**src/assert_macros.svh**
```systemverilog
// assertion helpers shared by the rtl
`ifndef ASSERT_MACROS_SVH
`define ASSERT_MACROS_SVH
`ifndef NO_ASSERTIONS
// clocked property, ignored while reset is low
`define PWIS_ASSERT(lbl, clk, rst_n, prop, msg) \
  lbl: assert property (@(posedge clk) disable iff (!rst_n) prop) else $error(msg);
// clocked property, checked during reset too
`define PWIS_ASSERT_ALWAYS(lbl, clk, prop, msg) \
  lbl: assert property (@(posedge clk) prop) else $error(msg);
`else
`define PWIS_ASSERT(lbl, clk, rst_n, prop, msg)
`define PWIS_ASSERT_ALWAYS(lbl, clk, prop, msg)
`endif
`endif

```
**src/pwis_pkg.sv**
```systemverilog
package pwis_pkg;

  // default data format
  localparam int DATA_WIDTH_DEF = 32;
  localparam int FRAC_BITS_DEF  = 16;

  // fixed field widths
  localparam int DT_W      = 16;
  localparam int RATIO_W   = 17;
  localparam int REG_IDX_W = 3;
  localparam logic [RATIO_W-1:0] RATIO_ONE = RATIO_W'(65536);

  // scaling of the integral on a large opposing error: 4/5
  localparam logic [DT_W-1:0] SCALE_DEN = DT_W'(5);

  // configuration register indexes
  typedef enum logic [REG_IDX_W-1:0] {
    REG_GAIN_P    = 3'd0,
    REG_GAIN_I    = 3'd1,
    REG_GAIN_D    = 3'd2,
    REG_DRIVE_MIN = 3'd3,
    REG_DRIVE_MAX = 3'd4,
    REG_ACCUM_MIN = 3'd5,
    REG_ACCUM_MAX = 3'd6,
    REG_SEP_RATIO = 3'd7
  } reg_idx_t;

  // control into a serial multiplier
  typedef struct packed {
    logic start;
    logic sh16;
  } mul_ctl_t;

  // status of a serial unit
  typedef struct packed {
    logic busy;
    logic done;
  } unit_sts_t;

endpackage

```
**src/pwis_if.sv**
```systemverilog
// input channel: one control step request per beat
interface pwis_in_if import pwis_pkg::*; #(
  parameter int W = DATA_WIDTH_DEF
) ();
  logic                valid;
  logic                ready;
  logic                mode;
  logic signed [W-1:0] target;
  logic signed [W-1:0] sample;
  logic [DT_W-1:0]     step_time;

  modport source (output valid, mode, target, sample, step_time, input ready);
  modport sink   (input valid, mode, target, sample, step_time, output ready);
endinterface

// result channel: one drive value per beat
interface pwis_out_if import pwis_pkg::*; #(
  parameter int W = DATA_WIDTH_DEF
) ();
  logic                valid;
  logic                ready;
  logic signed [W-1:0] drive;
  logic                clamped;
  logic                bad_step;

  modport source (output valid, drive, clamped, bad_step, input ready);
  modport sink   (input valid, drive, clamped, bad_step, output ready);
endinterface

```
**src/pwis_mul.sv**
```systemverilog
// bit-serial shift-add multiplier with shift, truncation and saturation
module pwis_mul import pwis_pkg::*; #(
  parameter int W = DATA_WIDTH_DEF,
  parameter int F = FRAC_BITS_DEF
) (
  input  logic                clk,
  input  logic                rst_n,
  input  mul_ctl_t            ctl,
  input  logic [W:0]          a_mag,
  input  logic [W:0]          b_mag,
  input  logic                neg,
  output unit_sts_t           sts,
  output logic signed [W-1:0] res
);

  localparam int MW = W + 1;
  localparam int PW = 2 * MW;
  localparam int CW = $clog2(MW + 1);

  logic                busy_r, fin_r, done_r, neg_r, sh16_r;
  logic [CW-1:0]       cnt_r;
  logic [MW:0]         acc_r;
  logic [MW-1:0]       lo_r, a_r;
  logic signed [W-1:0] res_r;

  logic [MW:0]   sum;
  logic [PW-1:0] prod, shifted, lim, mclip;

  // one partial product per cycle
  assign sum  = acc_r + (lo_r[0] ? {1'b0, a_r} : '0);
  assign prod = {acc_r[MW-1:0], lo_r};

  // final shift, saturate to the signed range, apply sign
  always_comb begin
    shifted = sh16_r ? (prod >> 16) : (prod >> F);
    lim     = (PW'(1) << (W - 1)) - (neg_r ? PW'(0) : PW'(1));
    mclip   = (shifted > lim) ? lim : shifted;
  end

  always_ff @(posedge clk) begin
    if (!rst_n) begin
      busy_r <= 1'b0;
      fin_r  <= 1'b0;
      done_r <= 1'b0;
    end else begin
      done_r <= 1'b0;
      if (ctl.start) begin
        acc_r  <= '0;
        lo_r   <= b_mag;
        a_r    <= a_mag;
        neg_r  <= neg;
        sh16_r <= ctl.sh16;
        cnt_r  <= '0;
        busy_r <= 1'b1;
      end else if (busy_r) begin
        acc_r <= sum >> 1;
        lo_r  <= {sum[0], lo_r[MW-1:1]};
        cnt_r <= cnt_r + CW'(1);
        if (cnt_r == CW'(MW - 1)) begin
          busy_r <= 1'b0;
          fin_r  <= 1'b1;
        end
      end else if (fin_r) begin
        fin_r  <= 1'b0;
        done_r <= 1'b1;
        res_r  <= neg_r ? W'(PW'(0) - mclip) : W'(mclip);
      end
    end
  end

  assign sts.busy = busy_r | fin_r;
  assign sts.done = done_r;
  assign res      = res_r;

endmodule

```
**src/pwis_div.sv**
```systemverilog
// bit-serial restoring divider, unsigned magnitude, saturated signed result
module pwis_div import pwis_pkg::*; #(
  parameter int W = DATA_WIDTH_DEF
) (
  input  logic                clk,
  input  logic                rst_n,
  input  logic                start,
  input  logic [W+DT_W-1:0]   num,
  input  logic [DT_W-1:0]     den,
  input  logic                neg,
  output unit_sts_t           sts,
  output logic signed [W-1:0] res
);

  localparam int ND = W + DT_W;
  localparam int CW = $clog2(ND + 1);

  logic                busy_r, fin_r, done_r, neg_r;
  logic [CW-1:0]       cnt_r;
  logic [DT_W-1:0]     rem_r, den_r;
  logic [ND-1:0]       quo_r;
  logic signed [W-1:0] res_r;

  logic [DT_W:0] trial, diff;
  logic          ge;
  logic [ND-1:0] lim, mclip;

  // one quotient bit per cycle
  always_comb begin
    trial = {rem_r, quo_r[ND-1]};
    diff  = trial - {1'b0, den_r};
    ge    = trial >= {1'b0, den_r};
    lim   = (ND'(1) << (W - 1)) - (neg_r ? ND'(0) : ND'(1));
    mclip = (quo_r > lim) ? lim : quo_r;
  end

  always_ff @(posedge clk) begin
    if (!rst_n) begin
      busy_r <= 1'b0;
      fin_r  <= 1'b0;
      done_r <= 1'b0;
    end else begin
      done_r <= 1'b0;
      if (start) begin
        rem_r  <= '0;
        quo_r  <= num;
        den_r  <= den;
        neg_r  <= neg;
        cnt_r  <= '0;
        busy_r <= 1'b1;
      end else if (busy_r) begin
        rem_r <= ge ? diff[DT_W-1:0] : trial[DT_W-1:0];
        quo_r <= {quo_r[ND-2:0], ge};
        cnt_r <= cnt_r + CW'(1);
        if (cnt_r == CW'(ND - 1)) begin
          busy_r <= 1'b0;
          fin_r  <= 1'b1;
        end
      end else if (fin_r) begin
        fin_r  <= 1'b0;
        done_r <= 1'b1;
        res_r  <= neg_r ? W'(ND'(0) - mclip) : W'(mclip);
      end
    end
  end

  assign sts.busy = busy_r | fin_r;
  assign sts.done = done_r;
  assign res      = res_r;

endmodule

```
**src/pid_with_integral_separation_core.sv**
```systemverilog
// PID controller step with derivative on measurement, integral separation
// and conditional anti-windup, fixed point with DATA_WIDTH bit words.
// in_ch carries mode, target, sample and step_time; one beat on out_ch
// (drive, clamped, bad_step) answers every accepted beat, in order.
// Gains, limits and separation ratio are written through cfg_we/cfg_idx/
// cfg_data while the block is idle; the block itself does not enforce this.
// A clear (mode 1) or a zero step_time skips the serial units and goes from S_IDLE straight to S_EMIT.
// A control step runs on one bit-serial multiplier (three or five products)
// and one bit-serial divider (once for the derivative and once more when the
// integral is scaled).
// One item is in work at a time; in_ch.ready is high while the sequencer idles,
// including while a finished result still waits in the output register.
// A stalled receiver holds the result; a later result waits in the sequencer.
// Reset clears the integral, last sample and primed flag, and loads the
// register defaults (zero gains, limits of +/-1000.0, separation off).
`include "assert_macros.svh"
module pid_with_integral_separation_core import pwis_pkg::*; #(
  parameter int DATA_WIDTH = DATA_WIDTH_DEF,
  parameter int FRAC_BITS  = FRAC_BITS_DEF,
  localparam int CFG_W = (DATA_WIDTH > RATIO_W) ? DATA_WIDTH : RATIO_W
) (
  input logic                 clk,
  input logic                 rst_n,
  pwis_in_if.sink             in_ch,
  pwis_out_if.source          out_ch,
  input logic                 cfg_we,
  input logic [REG_IDX_W-1:0] cfg_idx,
  input logic [CFG_W-1:0]     cfg_data
);

  localparam int W  = DATA_WIDTH;
  localparam int ND = W + DT_W;
  localparam logic signed [W-1:0] SMAX = {1'b0, {(W-1){1'b1}}};
  localparam logic signed [W-1:0] SMIN = {1'b1, {(W-1){1'b0}}};
  localparam logic signed [W-1:0] LIM_RST = W'(64'sd1000 <<< FRAC_BITS);

  typedef enum logic [3:0] {
    S_IDLE, S_PROP, S_DPROD, S_DIV, S_THR, S_SEP,
    S_INC, S_INC2, S_SCALE, S_SUM, S_FIN, S_EMIT
  } state_t;

  // saturate a one bit wider value
  function automatic logic signed [W-1:0] sat1(input logic signed [W:0] x);
    logic signed [W-1:0] r;
    if (x > $signed({SMAX[W-1], SMAX}))      r = SMAX;
    else if (x < $signed({SMIN[W-1], SMIN})) r = SMIN;
    else                                     r = x[W-1:0];
    return r;
  endfunction

  function automatic logic signed [W-1:0] sat_add(input logic signed [W-1:0] a,
                                                  input logic signed [W-1:0] b);
    return sat1($signed({a[W-1], a}) + $signed({b[W-1], b}));
  endfunction

  function automatic logic signed [W-1:0] sat_sub(input logic signed [W-1:0] a,
                                                  input logic signed [W-1:0] b);
    return sat1($signed({a[W-1], a}) - $signed({b[W-1], b}));
  endfunction

  function automatic logic signed [W-1:0] neg_sat(input logic signed [W-1:0] a);
    return (a == SMIN) ? SMAX : -a;
  endfunction

  function automatic logic [W-1:0] mag(input logic signed [W-1:0] a);
    return a[W-1] ? W'(-a) : W'(a);
  endfunction

  // configuration registers
  logic signed [W-1:0] gain_p_r, gain_i_r, gain_d_r;
  logic signed [W-1:0] drive_min_r, drive_max_r, accum_min_r, accum_max_r;
  logic [RATIO_W-1:0]  ratio_r;

  always_ff @(posedge clk) begin
    if (!rst_n) begin
      gain_p_r    <= '0;
      gain_i_r    <= '0;
      gain_d_r    <= '0;
      drive_min_r <= -LIM_RST;
      drive_max_r <= LIM_RST;
      accum_min_r <= -LIM_RST;
      accum_max_r <= LIM_RST;
      ratio_r     <= '0;
    end else if (cfg_we) begin
      unique case (reg_idx_t'(cfg_idx))
        REG_GAIN_P:    gain_p_r    <= cfg_data[W-1:0];
        REG_GAIN_I:    gain_i_r    <= cfg_data[W-1:0];
        REG_GAIN_D:    gain_d_r    <= cfg_data[W-1:0];
        REG_DRIVE_MIN: drive_min_r <= cfg_data[W-1:0];
        REG_DRIVE_MAX: drive_max_r <= cfg_data[W-1:0];
        REG_ACCUM_MIN: accum_min_r <= cfg_data[W-1:0];
        REG_ACCUM_MAX: accum_max_r <= cfg_data[W-1:0];
        REG_SEP_RATIO: ratio_r     <= cfg_data[RATIO_W-1:0];
      endcase
    end
  end

  // sequencer state and working registers
  state_t              state_r;
  logic                issued_r, primed_r, out_valid_r;
  logic signed [W-1:0] acc_r, last_r;
  logic signed [W-1:0] tgt_r, smp_r, err_r, dsamp_r;
  logic [DT_W-1:0]     dt_r;
  logic signed [W-1:0] prop_r, dprod_r, deriv_r, thr_r, inc_r, ni_r, s1_r;
  logic signed [W-1:0] res_drive_r, out_drive_r;
  logic                res_clamped_r, res_bad_r, out_clamped_r, out_bad_r;

  // shared serial units
  mul_ctl_t            mul_ctl;
  unit_sts_t           mul_sts, div_sts;
  logic [W:0]          mul_a, mul_b;
  logic                mul_neg, div_start, div_neg;
  logic [ND-1:0]       div_num;
  logic [DT_W-1:0]     div_den;
  logic signed [W-1:0] mul_res, div_res;

  logic [RATIO_W-1:0] ratio_c;
  logic               ratio_nz, big_pos, big_neg, hold_c, scale_c;
  logic signed [W-1:0] ni_c, unc_c, drv_c;
  logic               in_fire, out_free;

  assign ratio_c  = (ratio_r > RATIO_ONE) ? RATIO_ONE : ratio_r;
  assign ratio_nz = ratio_c != '0;
  assign in_fire  = in_ch.valid && in_ch.ready;
  assign out_free = !out_valid_r || out_ch.ready;

  // operand selection for the multiplier and divider
  always_comb begin
    mul_a       = '0;
    mul_b       = '0;
    mul_neg     = 1'b0;
    mul_ctl     = '0;
    div_num     = '0;
    div_den     = dt_r;
    div_neg     = 1'b0;
    unique case (state_r)
      S_PROP: begin
        mul_a   = {1'b0, mag(gain_p_r)};
        mul_b   = {1'b0, mag(err_r)};
        mul_neg = gain_p_r[W-1] ^ err_r[W-1];
      end
      S_DPROD: begin
        mul_a   = {1'b0, mag(gain_d_r)};
        mul_b   = {1'b0, mag(dsamp_r)};
        mul_neg = gain_d_r[W-1] ^ dsamp_r[W-1];
      end
      S_THR: begin
        mul_a       = {1'b0, mag(tgt_r)};
        mul_b       = (W + 1)'(ratio_c);
        mul_neg     = tgt_r[W-1];
        mul_ctl.sh16 = 1'b1;
      end
      S_INC: begin
        mul_a   = {1'b0, mag(gain_i_r)};
        mul_b   = {1'b0, mag(err_r)};
        mul_neg = gain_i_r[W-1] ^ err_r[W-1];
      end
      S_INC2: begin
        mul_a       = {1'b0, mag(inc_r)};
        mul_b       = (W + 1)'(dt_r);
        mul_neg     = inc_r[W-1];
        mul_ctl.sh16 = 1'b1;
      end
      S_DIV: begin
        div_num = {mag(dprod_r), {DT_W{1'b0}}};
        div_neg = dprod_r[W-1];
      end
      S_SCALE: begin
        div_num = ND'({mag(acc_r), 2'b00});
        div_den = SCALE_DEN;
        div_neg = acc_r[W-1];
      end
      default: ;
    endcase
    mul_ctl.start = !issued_r && (state_r == S_PROP || state_r == S_DPROD ||
                    state_r == S_THR || state_r == S_INC || state_r == S_INC2);
  end

  assign div_start = !issued_r && (state_r == S_DIV || state_r == S_SCALE);

  pwis_mul #(.W(W), .F(FRAC_BITS)) u_mul (
    .clk   (clk),
    .rst_n (rst_n),
    .ctl   (mul_ctl),
    .a_mag (mul_a),
    .b_mag (mul_b),
    .neg   (mul_neg),
    .sts   (mul_sts),
    .res   (mul_res)
  );

  pwis_div #(.W(W)) u_div (
    .clk   (clk),
    .rst_n (rst_n),
    .start (div_start),
    .num   (div_num),
    .den   (div_den),
    .neg   (div_neg),
    .sts   (div_sts),
    .res   (div_res)
  );

  // separation decision
  always_comb begin
    big_pos = err_r > thr_r;
    big_neg = err_r < -thr_r;
    hold_c  = ratio_nz && ((big_pos && acc_r > 0) || (big_neg && acc_r < 0));
    scale_c = ratio_nz && ((big_pos && acc_r < 0) || (big_neg && acc_r > 0));
  end

  // integral clamp, final sum and output clamp
  always_comb begin
    if (ni_r > accum_max_r)      ni_c = accum_max_r;
    else if (ni_r < accum_min_r) ni_c = accum_min_r;
    else                         ni_c = ni_r;
    unc_c = sat_add(s1_r, deriv_r);
    if (unc_c > drive_max_r)      drv_c = drive_max_r;
    else if (unc_c < drive_min_r) drv_c = drive_min_r;
    else                          drv_c = unc_c;
  end

  always_ff @(posedge clk) begin
    if (!rst_n) begin
      state_r     <= S_IDLE;
      issued_r    <= 1'b0;
      primed_r    <= 1'b0;
      acc_r       <= '0;
      last_r      <= '0;
      out_valid_r <= 1'b0;
    end else begin
      if (out_valid_r && out_ch.ready && state_r != S_EMIT) out_valid_r <= 1'b0;
      if (mul_ctl.start || div_start) issued_r <= 1'b1;
      unique case (state_r)
        S_IDLE: begin
          if (in_fire) begin
            tgt_r         <= in_ch.target;
            smp_r         <= in_ch.sample;
            dt_r          <= in_ch.step_time;
            err_r         <= sat_sub(in_ch.target, in_ch.sample);
            dsamp_r       <= primed_r ? sat_sub(in_ch.sample, last_r) : '0;
            res_drive_r   <= '0;
            res_clamped_r <= 1'b0;
            res_bad_r     <= 1'b0;
            if (in_ch.mode) begin
              acc_r    <= '0;
              last_r   <= '0;
              primed_r <= 1'b0;
              state_r  <= S_EMIT;
            end else if (in_ch.step_time == '0) begin
              res_bad_r <= 1'b1;
              state_r   <= S_EMIT;
            end else begin
              primed_r <= 1'b1;
              state_r  <= S_PROP;
            end
          end
        end
        S_PROP: if (mul_sts.done) begin
          prop_r   <= mul_res;
          issued_r <= 1'b0;
          state_r  <= S_DPROD;
        end
        S_DPROD: if (mul_sts.done) begin
          dprod_r  <= mul_res;
          issued_r <= 1'b0;
          state_r  <= S_DIV;
        end
        S_DIV: if (div_sts.done) begin
          deriv_r  <= neg_sat(div_res);
          issued_r <= 1'b0;
          state_r  <= S_THR;
        end
        S_THR: if (mul_sts.done) begin
          thr_r    <= mul_res[W-1] ? neg_sat(mul_res) : mul_res;
          issued_r <= 1'b0;
          state_r  <= S_SEP;
        end
        S_SEP: begin
          if (hold_c) begin
            ni_r    <= acc_r;
            state_r <= S_SUM;
          end else if (scale_c) begin
            state_r <= S_SCALE;
          end else begin
            state_r <= S_INC;
          end
        end
        S_INC: if (mul_sts.done) begin
          inc_r    <= mul_res;
          issued_r <= 1'b0;
          state_r  <= S_INC2;
        end
        S_INC2: if (mul_sts.done) begin
          ni_r     <= sat_add(acc_r, mul_res);
          issued_r <= 1'b0;
          state_r  <= S_SUM;
        end
        S_SCALE: if (div_sts.done) begin
          ni_r     <= div_res;
          issued_r <= 1'b0;
          state_r  <= S_SUM;
        end
        S_SUM: begin
          ni_r    <= ni_c;
          s1_r    <= sat_add(prop_r, ni_c);
          state_r <= S_FIN;
        end
        S_FIN: begin
          res_drive_r   <= drv_c;
          res_clamped_r <= (unc_c > drive_max_r) || (unc_c < drive_min_r);
          // anti-windup: keep the old integral while pushing into a limit
          if (!((unc_c > drive_max_r && err_r > 0) ||
                (unc_c < drive_min_r && err_r < 0))) begin
            acc_r <= ni_r;
          end
          last_r  <= smp_r;
          state_r <= S_EMIT;
        end
        S_EMIT: if (out_free) begin
          out_drive_r   <= res_drive_r;
          out_clamped_r <= res_clamped_r;
          out_bad_r     <= res_bad_r;
          out_valid_r   <= 1'b1;
          state_r       <= S_IDLE;
        end
        default: state_r <= S_IDLE;
      endcase
    end
  end

  assign in_ch.ready     = state_r == S_IDLE;
  assign out_ch.valid    = out_valid_r;
  assign out_ch.drive    = out_drive_r;
  assign out_ch.clamped  = out_clamped_r;
  assign out_ch.bad_step = out_bad_r;

  // a clear drops the primed flag
  `PWIS_ASSERT(a_clear_unprimes, clk, rst_n, in_fire && in_ch.mode |=> !primed_r, "clear left primed")
  // zero step time goes straight to the result with the flag set
  `PWIS_ASSERT(a_bad_step, clk, rst_n, in_fire && !in_ch.mode && in_ch.step_time == '0 |=> state_r == S_EMIT && res_bad_r, "zero step not flagged")
  // a clamped drive sits on one of the drive limits
  `PWIS_ASSERT(a_clamp_limit, clk, rst_n, state_r == S_EMIT && res_clamped_r |-> res_drive_r == drive_max_r || res_drive_r == drive_min_r, "clamped drive off limit")
  // serial units are never restarted while busy
  `PWIS_ASSERT(a_unit_idle, clk, rst_n, (mul_ctl.start |-> !mul_sts.busy) and (div_start |-> !div_sts.busy), "unit restarted while busy")
  // nothing is offered out of reset
  `PWIS_ASSERT_ALWAYS(a_reset_quiet, clk, !rst_n |=> !out_valid_r && state_r == S_IDLE, "output after reset")

endmodule

```
**src/flat_wrapper.sv**
```systemverilog
// flat-port wrapper written by rule: the top's interface ports become plain ports
module pid_with_integral_separation_core_flat import pwis_pkg::*;
#(
  parameter int DATA_WIDTH = DATA_WIDTH_DEF,
  parameter int FRAC_BITS  = FRAC_BITS_DEF,
  localparam int CFG_W = (DATA_WIDTH > RATIO_W) ? DATA_WIDTH : RATIO_W
)
  (clk, rst_n, cfg_we, cfg_idx, cfg_data, in_ch_valid, in_ch_mode, in_ch_target, in_ch_sample, in_ch_step_time, in_ch_ready, out_ch_valid, out_ch_drive, out_ch_clamped, out_ch_bad_step, out_ch_ready);
  pwis_in_if in_ch_i ();
  pwis_out_if out_ch_i ();
  input logic clk;
  input logic rst_n;
  input logic cfg_we;
  input logic [REG_IDX_W-1:0] cfg_idx;
  input logic [CFG_W-1:0] cfg_data;
  input wire logic [$bits(in_ch_i.valid)-1:0] in_ch_valid;
  input wire logic [$bits(in_ch_i.mode)-1:0] in_ch_mode;
  input wire logic [$bits(in_ch_i.target)-1:0] in_ch_target;
  input wire logic [$bits(in_ch_i.sample)-1:0] in_ch_sample;
  input wire logic [$bits(in_ch_i.step_time)-1:0] in_ch_step_time;
  output wire logic [$bits(in_ch_i.ready)-1:0] in_ch_ready;
  output wire logic [$bits(out_ch_i.valid)-1:0] out_ch_valid;
  output wire logic [$bits(out_ch_i.drive)-1:0] out_ch_drive;
  output wire logic [$bits(out_ch_i.clamped)-1:0] out_ch_clamped;
  output wire logic [$bits(out_ch_i.bad_step)-1:0] out_ch_bad_step;
  input wire logic [$bits(out_ch_i.ready)-1:0] out_ch_ready;
  assign in_ch_i.valid = in_ch_valid;
  assign in_ch_i.mode = in_ch_mode;
  assign in_ch_i.target = in_ch_target;
  assign in_ch_i.sample = in_ch_sample;
  assign in_ch_i.step_time = in_ch_step_time;
  assign in_ch_ready = in_ch_i.ready;
  assign out_ch_valid = out_ch_i.valid;
  assign out_ch_drive = out_ch_i.drive;
  assign out_ch_clamped = out_ch_i.clamped;
  assign out_ch_bad_step = out_ch_i.bad_step;
  assign out_ch_i.ready = out_ch_ready;
  pid_with_integral_separation_core #(.DATA_WIDTH(DATA_WIDTH), .FRAC_BITS(FRAC_BITS)) u_core (.clk(clk), .rst_n(rst_n), .in_ch(in_ch_i), .out_ch(out_ch_i), .cfg_we(cfg_we), .cfg_idx(cfg_idx), .cfg_data(cfg_data));
endmodule
```
**config.mk**
```make
export PLATFORM = sky130hd
export DESIGN_NAME = pid_with_integral_separation_core_flat
export DESIGN_NICKNAME = d
export VERILOG_FILES = /design/src/pwis_pkg.sv /design/src/pwis_if.sv /design/src/pwis_mul.sv /design/src/pwis_div.sv /design/src/pid_with_integral_separation_core.sv /design/src/flat_wrapper.sv
export VERILOG_INCLUDE_DIRS = /design/src /design/src/src
export SDC_FILE = /design/constraint.sdc
export NUM_CORES = 2
export LEC_CHECK = 0
export BUFFER_PORTS_ARGS = -buffer_cell sky130_fd_sc_hd__buf_4
export CAP_MARGIN = 20
export CORE_ASPECT_RATIO = 0.7
export CORE_MARGIN = 10
export CORE_UTILIZATION = 45
export DETAILED_ROUTE_END_ITERATION = 8
export GPL_TIMING_DRIVEN = 0
export PLACE_DENSITY = 0.71
export SETUP_SLACK_MARGIN = 0.15
export SLEW_MARGIN = 15
export SYNTH_ARGS = -nofsm -noshare
export SYNTH_HDL_FRONTEND = slang
export SYNTH_HIERARCHICAL = 1
export SYNTH_SLANG_ARGS = --single-unit
export TNS_END_PERCENT = 5
```
**constraint.sdc**
```tcl
create_clock -name clk -period 14.9 [get_ports clk]
set_input_delay 2.98 -clock clk [delete_from_list [all_inputs] [get_ports clk]]
set_output_delay 2.98 -clock clk [all_outputs]
set_load 0.02 [all_outputs]
```
Word-level counts from Yosys, hierarchy flattened

Cells that the tools add are included.

Output and inout port bits: 36
Register bits: 1011
Word-level logic and storage cells: 314
Input port bits: 121

$lt $le $gt $ge: 24
Bitwise logic cells: 10
Equality and inequality tests: 38
Add/sub/neg operators: 25
Multiplexer cells: 94
Reduce and logical (&&, ||, !) cells: 71

Operator list:

| cell                                                         | number |
|---|---|
| two-way mux 32 bit                                           | 31 |
| negation 32 bit                                              | 12 |
| case mux 32 bit (4 select lines)                             | 2 |
| case mux 32 bit (2 select lines)                             | 3 |
| > comparator 33 x 32 -> 1 bit, second input constant         | 5 |
| less-than comparator 33 x 32 -> 1 bit, second input constant | 5 |
| case mux 32 bit (5 select lines)                             | 1 |
| two-way mux 33 bit                                           | 4 |
| adder 32 x 32 -> 33 bit                                      | 3 |
| > comparator 32 bit                                          | 3 |
| less-than comparator 32 bit                                  | 3 |
| two-way mux 48 bit                                           | 2 |
| case mux 48 bit (2 select lines)                             | 1 |
| two-way mux 31 bit                                           | 3 |
| > comparator 50 x 66 -> 1 bit                                | 1 |
| subtractor 32 x 1 -> 33 bit, first input constant            | 2 |
| subtractor 32 x 32 -> 33 bit                                 | 2 |
| == test 32 bit, second input constant                        | 2 |
| > comparator 32 x 1 -> 1 bit, second input constant          | 2 |
| less-than comparator 32 x 1 -> 1 bit, second input constant  | 2 |
| subtractor 1 x 32 -> 32 bit, first input constant            | 2 |
| two-way mux 4 bit                                            | 13 |
| > comparator 48 bit                                          | 1 |
| case mux 4 bit (12 select lines)                             | 1 |
| other kinds (41)                                             | 156 |

Depth between registers and ports, before layout

Word-level depth: 10
Gate-level depth with buffers: 27
Gate-level depth less buffers: 24

By module

Netlist, hierarchy kept.

Modules (own cells, without submodules):

| module                            | area an instance (um^2) | cells each | times used | seq. area each (um^2) |
|---|---|---|---|---|
| pid_with_integral_separation_core | 49273.5                 | 5555       | 1          | 19338.5 |
| pwis_mul                          | 8602.0                  | 775        | 1          | 4204.0 |
| pwis_div                          | 7679.9                  | 703        | 1          | 3633.5 |

Least setup slack after synthesis

No wires, ideal clock.

Path type: in2reg
From: input rst_n
To: register u_core.dsamp_r[0], enable pin
Library setup time: 652 ps
Slack: 4509 ps
Buffers on the path: 3
Stages: 5
Arrival time: 9739 ps
Required time: 14248 ps
Cell sequence: clkbuf_1 -> inv_1 -> clkbuf_1 -> clkbuf_1 -> nor2_1

Cells in the longest elaborated chain, start to end: 1

Ends and longest elaborated chain:

| element                              | line                                     | RTL |
|---|---|---|
| start, declared                      | flat_wrapper.sv:12                       | `input logic rst_n;` |
| AND reduction 3 bit (no source line) | -                                        |  |
| end signal, assigned                 | pid_with_integral_separation_core.sv:240 | `dsamp_r <= primed_r ? sat_sub(in_ch.sample, last_r) : '0;` |
| end, declared                        | pid_with_integral_separation_core.sv:102 | `logic signed [W-1:0] tgt_r, smp_r, err_r, dsamp_r;` |

No other way between the ends.
A chain may end at the register's enable or synchronous reset.

Worst setup path in the final report

From: register u_core.deriv_r[0]
To: register u_core.res_drive_r[4], data pin

Cells in the longest elaborated chain, start to end: 8
Elaborated cells between the ends (all ways): 10
Those cells by class: add/sub: 1; order compare: 4; mux: 5

Ends and longest elaborated chain:

| element                               | line                                     | RTL |
|---|---|---|
| start, declared                       | pid_with_integral_separation_core.sv:104 | `logic signed [W-1:0] prop_r, dprod_r, deriv_r, thr_r, inc_r, ni_r, s1_r;` |
| start signal, assigned                | pid_with_integral_separation_core.sv:269 | `deriv_r <= neg_sat(div_res);` |
| adder 32 x 32 -> 33 bit *             | pid_with_integral_separation_core.sv:53  | `return sat1($signed({a[W-1], a}) + $signed({b[W-1], b}));` |
| less-than comparator 33 x 32 -> 1 bit | pid_with_integral_separation_core.sv:46  | `else if (x < $signed({SMIN[W-1], SMIN})) r = SMIN;` |
| two-way mux 32 bit                    | pid_with_integral_separation_core.sv:46  |  |
| two-way mux 32 bit *                  | pid_with_integral_separation_core.sv:45  | `if (x > $signed({SMAX[W-1], SMAX})) r = SMAX;` |
| less-than comparator 32 bit           | pid_with_integral_separation_core.sv:218 | `else if (unc_c < drive_min_r) drv_c = drive_min_r;` |
| two-way mux 32 bit                    | pid_with_integral_separation_core.sv:218 |  |
| two-way mux 32 bit *                  | pid_with_integral_separation_core.sv:217 | `if (unc_c > drive_max_r) drv_c = drive_max_r;` |
| case mux 32 bit (2 select lines) *    | pid_with_integral_separation_core.sv:233 | `unique case (state_r)` |
| end signal, assigned                  | pid_with_integral_separation_core.sv:309 | `res_drive_r <= drv_c;` |
| end, declared                         | pid_with_integral_separation_core.sv:105 | `logic signed [W-1:0] res_drive_r, out_drive_r;` |

Every way passes the cells marked *; elsewhere a longest branch is shown, timed or not.

==> results by group <==
Clock network
  – Htree depth: 3
  – CTS tree: yes
  – Hold-fix buffers at CTS: 0
  – CTS Buf Count: 105
  – Skew-Pair Late Insertion Delay: 0.76 ns
  – CTS sink count: 1011
  – Root buf cell: clkbuf_16
  – Longest Clk Path Bufs: 3
  – Post-cts sizing count: 0
  – Worst-path clk slew: 0.06 ns
  – Post-CTS Setup Inserts: 0

Layout
  – Share of cells above drive strength 1: 0.0826
  – Util after Layout: 0.505
  – Fin nets: 7911
  – Synthesis-to-layout area growth: 11.9%
  – Most common cell after layout, fill and taps aside: nand2_1
  – Final Non-Filler Cells: 9367
  – Most frequent cells in the layout: 921 x nand2_1, 693 x edfxtp_1, 619 x a21oi_1, 479 x ha_1, 368 x o21ai_0

Floorplan
  – Die area: 162000 um^2
  – Io pins: 157
  – Initial core utilization: 0.452
  – Width of the die: 476 um
  – Core outline area: 145000 um^2
  – Chip height: 339 um
  – Row count: 117

Global route
  – Vias in the first global route: 53600
  – Pin count of the biggest net entering global routing: 41
  – GRT Total Usage: 0.287
  – Initial antenna violation count: 22
  – Total gr overflow: 0
  – First-pass GRT wire length: 355000 um

Placement
  – Port buffer count: 135
  – Routability-driven placement congestion ratio: 1.04
  – Placed instance count: 9155
  – Post-DP HPWL: 192000 um

Detailed routing
  – Post-route ant nets: 0
  – Via count: 58600
  – DR pass1 iterations: 8
  – DR iter-0 viols: 8142
  – Routed WL: 245000 um
  – Drt wl/cell: 26.2 um
  – Vias per std cell: 6.25
  – Residual DRC: 0

STA
  – Peak Freq: 119 MHz
  – Final Skew: 0.0287 ns
  – RSZ-0062 raised after global routing: no
  – Setup-failing EPs final: 0
  – Post-layout min period: 8.42 ns
  – Worst Max-Slew Pin Slew: 1.33 ns
  – Final Hold Viols: 0
  – Setup total negative slack: 0 ns
  – Pins Over Slew Limit: 0
  – Tcrit/Tclk final: 0.565
  – Normalized max-slew margin: 0.102

Setup path
  – Crit Path Max Fanout: 10
  – WS Path Type: register to register
  – Worst Path Required: 15.33 ns
  – Worst setup SP type: register
  – Critical Path AT: 8.84 ns
  – Kind of end point of the critical path: register

Yosys
  – Synthesized cell area: 65500 um^2
  – Avg Inst Size Synth: 9.32 um^2
  – Cells after synthesis: 7030
  – Ys Warns: 6

Pwr
  – Pwr Density: 135 nW/um^2
  – Part of the power in registers: 0.390
  – Net Switching: 3620 uW
  – Tot Pwr: 9930 uW
  – Leak: 0.0274 uW
  – Clock share of power: 0.290
  – Comb power frac: 0.320
  – Internal power: 6320 uW
  – Max IR drop VDD: 0.000135 V
  – Net Sw Frac: 0.364

Flow run
  – Max Cap Viol: 0

Hold path
  – Hold Crit Class: register to register

Status
  – Status: complete, no violations
[critical path, stage by stage (launching register included)]
cell	delay, ns
edfxtp_1	0.34
ha_1	0.21
inv_1	0.07
fa_1	0.38
nand2b_1	0.23
a21oi_1	0.34
o211ai_1	0.21
a221oi_1	0.83
a211oi_1	0.30
a31oi_1	0.72
inv_1	0.19
o21bai_1	0.48
ha_1	0.36
a211oi_1	0.25
o21bai_1	0.11
a21oi_1	0.15
nor2b_1	0.06
o211ai_1	0.22
a211oi_1	0.13
a2111oi_0	0.59
o21ai_1	0.39
xor2_1	0.31
buf_2	0.26
buf_2	0.25
buf_2	0.30
nand4_1	0.12
o311ai_0	0.26
[through the flow]
stage	hold WS [ns]	instance area, um^2	setup slack (ns)
5_1_grt	0.418	73300	6.29
2_1_floorplan	0.400	65600	4.51
3_5_place_dp	0.405	69600	6.78
3_3_place_gp	0.402	69000	0.334
4_1_cts	0.411	73200	6.73
6_report	0.418	73300	6.48
[flip-flops by register name, summed over array words and instances (netlist names), 33 cells and up]
signal / flops
u_core/u_div/quo_r: 48
u_core/u_mul/a_r: 33
u_core/u_mul/acc_r: 33
u_core/u_mul/lo_r: 33
[cell type report]
type	count	area, um^2
buffer	349	1400
clock inverter	70	883
tap	1963	2460
clock buffer	128	2810
fill	13300	71700
timing repair buffer	164	1510
multi-input combinational	5314	35700
inverter	359	1350
sequential	1011	27200
antenna	9	22.5
[layer usage]
layer  global-route usage  wire, um  vias to the layer above  share of wire
met5              0.00588       257                        -         0.0010
met4                0.101      9590                       20          0.039
li1                     -         -                    26500              -
met3               0.0892     32100                      478           0.13
met1                0.408    104000                    28400           0.43
met2                0.408     99000                     3194           0.40
[power by group through the flow]
| stage | combinational, uW | clock [uW] | sequential (uW) |
|---|---|---|---|
| final | 3180 | 2880 | 3880 |
| after global routing | 3440 | 3030 | 3900 |
| after CTS | 3080 | 2910 | 3860 |
| after detailed placement | 3060 | 0 | 3920 |
| after global placement | 2940 | 0 | 3960 |
| after floorplan | 2120 | 0 | 3780 |
[final timing paths]
kind	startpoint	end	slack, ns	cells after the start
setup / recovery	u_core/deriv_r[0]	u_core/res_drive_r[4]	6.48	26
hold / removal	u_core/res_drive_r[10]	u_core/out_ch.drive[10]	0.42	0
setup reg to reg	u_core/deriv_r[0]	u_core/res_drive_r[4]	6.48	26
hold reg to reg	u_core/res_drive_r[10]	u_core/out_ch.drive[10]	0.42	0
Power figures use the tool's default switching activity.
